[src/hdl/zsr_pkg.sv]
// ----------------------------------------------------------------------------
// zsr_pkg
// Shared types and constants of the z-axis slice resampler.
// ----------------------------------------------------------------------------
package zsr_pkg;

  localparam int MaxWidth    = 256;
  localparam int MaxHeight   = 256;
  localparam int MaxSlices   = 1024;
  localparam int FracBits    = 16;
  localparam int MaxOut      = 16;
  localparam int PixW        = 16;
  localparam int XyW         = 8;
  localparam int SliceW      = 10;
  localparam int DimW        = 9;
  localparam int CountW      = 11;
  localparam int NumW        = 37;
  localparam int DenW        = 10;
  localparam int PosW        = 38;
  localparam int AddrW       = 16;
  localparam int CfgIdxW     = 3;
  localparam int CfgDataW    = 11;

  localparam logic [CfgIdxW-1:0] REG_SLICE_WIDTH  = 3'd0;
  localparam logic [CfgIdxW-1:0] REG_SLICE_HEIGHT = 3'd1;
  localparam logic [CfgIdxW-1:0] REG_SLICES_IN    = 3'd2;
  localparam logic [CfgIdxW-1:0] REG_SLICES_OUT   = 3'd3;
  localparam logic [CfgIdxW-1:0] REG_INTERP_MODE  = 3'd4;

  localparam logic DIV_STEP = 1'b0;
  localparam logic DIV_BASE = 1'b1;

  typedef struct packed {
    logic load;
    logic iter_step;
    logic finish;
    logic emit_adv;
    logic div_start;
    logic div_sel;
    logic clear_stale;
  } cmd_t;

  typedef struct packed {
    logic stale;
    logic div_done;
    logic hit;
    logic cnt_zero;
    logic emit_last;
  } sts_t;

endpackage

[src/hdl/zsr_ctrl.sv]
// ----------------------------------------------------------------------------
// zsr_ctrl
// Sequencer: step setup, buffer read, slice walk, result emission, commit.
// ----------------------------------------------------------------------------
module zsr_ctrl (
  input  logic          clk,
  input  logic          rst,
  input  logic          in_valid,
  output logic          in_ready,
  output logic          out_valid,
  input  logic          out_ready,
  input  zsr_pkg::sts_t sts,
  output zsr_pkg::cmd_t cmd
);

  localparam logic [2:0] S_IDLE = 3'd0;
  localparam logic [2:0] S_DIV1 = 3'd1;
  localparam logic [2:0] S_DIV2 = 3'd2;
  localparam logic [2:0] S_READ = 3'd3;
  localparam logic [2:0] S_ITER = 3'd4;
  localparam logic [2:0] S_EMIT = 3'd5;
  localparam logic [2:0] S_DONE = 3'd6;

  logic [2:0] state, state_next;

  always_ff @(posedge clk) begin
    if (rst) begin
      state <= S_IDLE;
    end else begin
      state <= state_next;
    end
  end

  always_comb begin
    state_next = state;
    cmd        = '0;
    in_ready   = 1'b0;
    out_valid  = 1'b0;
    unique case (state)
      S_IDLE: begin
        if (sts.stale) begin
          // a write landing during the setup marks it stale again
          cmd.div_start   = 1'b1;
          cmd.div_sel     = zsr_pkg::DIV_STEP;
          cmd.clear_stale = 1'b1;
          state_next      = S_DIV1;
        end else begin
          in_ready = 1'b1;
          if (in_valid) begin
            cmd.load   = 1'b1;
            state_next = S_READ;
          end
        end
      end
      S_DIV1: begin
        if (sts.div_done) begin
          cmd.div_start = 1'b1;
          cmd.div_sel   = zsr_pkg::DIV_BASE;
          state_next    = S_DIV2;
        end
      end
      S_DIV2: begin
        if (sts.div_done) begin
          state_next = S_IDLE;
        end
      end
      S_READ: begin
        state_next = S_ITER;
      end
      S_ITER: begin
        if (sts.hit) begin
          cmd.iter_step = 1'b1;
        end else if (sts.cnt_zero) begin
          state_next = S_DONE;
        end else begin
          state_next = S_EMIT;
        end
      end
      S_EMIT: begin
        out_valid = 1'b1;
        if (out_ready) begin
          if (sts.emit_last) begin
            state_next = S_DONE;
          end else begin
            cmd.emit_adv = 1'b1;
          end
        end
      end
      S_DONE: begin
        cmd.finish = 1'b1;
        state_next = S_IDLE;
      end
      default: begin
        state_next = S_IDLE;
      end
    endcase
  end

endmodule

[config.mk]
export PLATFORM = sky130hd
export DESIGN_NAME = zsr_ctrl
export DESIGN_NICKNAME = d
export VERILOG_FILES = /design/src/hdl/zsr_pkg.sv /design/src/hdl/zsr_ctrl.sv
export SDC_FILE = /design/constraint.sdc
export NUM_CORES = 1
export LEC_CHECK = 0
export ABC_AREA = 1
export BUFFER_PORTS_ARGS = -buffer_cell sky130_fd_sc_hd__buf_2
export CORE_AREA = 2 2 39 41
export DETAILED_ROUTE_END_ITERATION = 10
export DIE_AREA = 0 0 41 43
export PLACE_DENSITY_LB_ADDON = 0.15
export SLEW_MARGIN = 20
export SYNTH_ARGS = -nofsm -noshare
export SYNTH_HDL_FRONTEND = slang
export SYNTH_SLANG_ARGS = --single-unit
[constraint.sdc]
create_clock -name clk -period 1.2 [get_ports clk]
set_input_delay 0.24 -clock clk [delete_from_list [all_inputs] [get_ports clk]]
set_output_delay 0.24 -clock clk [all_outputs]
set_load 0.02 [all_outputs]
==> impl_metrics.py <==
metrics = {
    "status": {
        "status": "complete, but fails checks",
        "violations": "setup timing",
    },
    "clocking": {
        "cts.path.max_buffers": 2,
        "path_clk_slew_ns": 0.04,
        "numCtsBuffers": 3,
        "cts_max_level": 1,
        "postCtsHoldBufs": 0,
        "insertion_delay_ns": 0.23,
        "ctsRootBufferMaster": "clkbuf_4",
        "clock-sinks": 3,
        "cts_tree": "done",
    },
    "yosys": {
        "ys_seq_area_share_pct": 20.3,
        "synth_top_family_by_area": "simple AND/OR/NAND/NOR gates",
        "yosysTopAreaCell": "dfxtp_1",
        "synthesis.area_um2": 297,
        "avgSynthCellArea_um2": 4.86,
        "synth_flop_cell": "dfxtp_1",
        "synth_fa_ha_area_share_pct": 0,
        "ys_top_cells_by_count": "16 x nand2_1, 16 x nor2_1, 13 x inv_1",
        "synth_cells": 61,
        "ys_types": 10,
        "muxShareOfSynthArea_pct": 0,
        "yosysWarnings": 0,
        "synthDominantCellAreaShare_pct": 20.3,
        "synth-compound-area-share_pct": 7.17,
        "synth_enable_flop_cells": 0,
        "syn-num-nets": 70,
        "ys_ff_latch": 3,
        "async_flop_share_pct": 0,
        "synth-simple-area-share_pct": 56.1,
        "synth.area.top_cells": "dfxtp_1 20%, nand2_1 20%, nor2_1 20%",
        "synth-xor-area-share_pct": 0,
    },
    "setup_path": {
        "max_stage_delay_ns": 0.35,
        "cp_cell_sequence": "buf_6 -> nand4_1 -> nor2_1 -> buf_4",
        "critPathKind": "flip-flop to primary output",
        "path_delay_family": "flip-flops",
        "cp_max_fo": 6,
        "cp.arrival_ns": 1.10,
        "cp-end-kind": "primary output",
        "critPathSlowestCell": "dfxtp_2",
        "crit_buf_inv": 2,
        "crit_path_start_kind": "flip-flop",
        "required_ns": 0.96,
    },
    "global_routing": {
        "grt_max_degree": 7,
        "grt_pass1_wl_mm": 1.52,
        "antenna_found_initial": 0,
        "grt_overflow": 0,
        "grt_pass1_vias": 420,
        "track_usage_pct": 12.7,
    },
    "power": {
        "leakage_uw": 0.000353,
        "vdd_drop_max_mv": 0.797,
        "p_per_area_nw_per_um2": 2350,
    },
    "route": {
        "ant_nets": 0,
        "drtPass1Iterations": 4,
        "routedWlPerCell_um": 9.88,
        "vias": 475,
        "drc": 0,
        "drt_iter0_markers": 5,
        "viasPerCell": 4.40,
        "drt_wl_total_mm": 1.07,
    },
    "sta": {
        "setup_viol_count_final": 9,
        "slew_headroom_pct": 88.9,
        "fin_crit_sh_pct": 112,
        "post-route-min-period_ns": 1.34,
        "worst_pin_slew_ns": 0.166,
        "max_freq_mhz": 745,
        "hold_viol_final": 0,
        "drv_slew": 0,
        "rsz0062_at_grt": "yes",
        "skew_ns": 0.00162,
        "worst_slack_ns": -0.142,
    },
    "finish": {
        "largest_reg_flops": 3,
        "diodes": 0,
        "syn2layout_area_growth_pct": 111,
        "fillers": 152,
        "nets": 102,
        "regMostFlops": "state",
        "drive_above_1_share_pct": 59.8,
        "reg.largest.list": "state (3)",
        "fin_cells": 108,
    },
    "placed_design": {
        "post-place-ws_ns": -0.0830,
        "place_congestion": 0.798,
        "dp.cells": 100,
        "io_buffers": 17,
        "dp_hpwl_um": 755,
    },
    "hold_path": {
        "hold_path.class": "primary input to flip-flop",
    },
    "die": {
        "initial_utilization_pct": 21.4,
        "core-area_um2": 1380,
        "die_w_um": 41,
        "io_pins": 18,
        "die_h_um": 43,
        "rows": 14,
        "die_area_um2": 1760,
    },
    "flow_run": {
        "maxCapViolCount": 0,
    },
}
## cell type report
cell class                 instances  area, um2  area share [%]
clock buffer                       4       26.3            4.21
inverter                          13       48.8            7.82
multi-input combinational         45        260            41.7
sequential                         3       63.8            10.2
tap                               16       20.0            3.21
timing repair buffer              27        205            32.9
## where the power goes
group          total [uW]  internal, uW  switching (uW)
clock                 172           124            47.6
sequential            197           150            47.1
combinational        1100           497             598
total                1460           772             693
## cell usage in the layout, fill, tap and decap left out
cell type  Yosys  routed
buf_4          0      13
nand2_1       16      12
nor2_1        16       9
inv_1         13       8
buf_2          0       8
buf_6          0       6
inv_2          0       5
nor2_2         0       5
nand3_2        0       4
nand2_2        0       3
nand3_1        7       3
clkbuf_4       0       3
dfxtp_2        0       3
nor2_4         0       2
a21oi_1        2       2
nand2_4        0       1
o22ai_2        0       1
nand4_1        1       1
o21ai_2        0       1
nor3_1         1       1
clkbuf_1       0       1
## metrics by stage
stage / hold slack [ns] / power, uW / cell area (um2) / setup TNS, ns / util, %
after global routing: 0.179 / 1600 / 624 / -1.56 / 45.1
after floorplan: 0.309 / 665 / 305 / 0 / -
after detailed placement: 0.412 / 932 / 455 / -0.159 / 32.9
after CTS: 0.158 / 1370 / 567 / -0.989 / 41.0
final: 0.167 / 1460 / 624 / -0.867 / 45.1
after global placement: 0.416 / 936 / 455 / -0.0523 / 32.9
## final timing paths
kind,from,end,slack [ns],depth (start not counted)
max,state[0]$_SDFFE_PP0P_,cmd[3],-0.14,4
min,rst,state[2]$_SDFFE_PP0P_,0.17,2
max reg2reg,state[2]$_SDFFE_PP0P_,state[1]$_SDFFE_PP0P_,0.02,8
min reg2reg,state[1]$_SDFFE_PP0P_,state[2]$_SDFFE_PP0P_,0.60,3
## what timing repair did
| item | 4_1_cts | 5_1_grt |
|---|---|---|
| gates resized for setup | 24 | 17 |
| pin swaps | 5 | 11 |
| endpoints found under the setup margin | 11 | 11 |
| buffers inserted | 4 | 1 |
| endpoints found under the hold margin | 0 | 0 |
## logic make-up after synthesis
| logic type | after synthesis |
|---|---|
| flip-flops | 3 |
| AO/OA/AOI/OAI | 4 |
| AND/OR/NAND/NOR | 41 |
| buffers and inverters | 13 |
## routing by layer
| metal | routed length, um | global-route usage [%] | part of all wire, % | vias to the layer above |
|---|---|---|---|---|
| met1 | 468 | 14.7 | 44 | 212 |
| li1 | - | - | - | 248 |
| met2 | 543 | 20.6 | 51 | 13 |
| met3 | 39 | 1.57 | 3.7 | 2 |
| met5 | 0 | 0 | 0 | - |
| met4 | 15 | 8.00 | 1.4 | 0 |
Power figures use the tool's default switching activity.
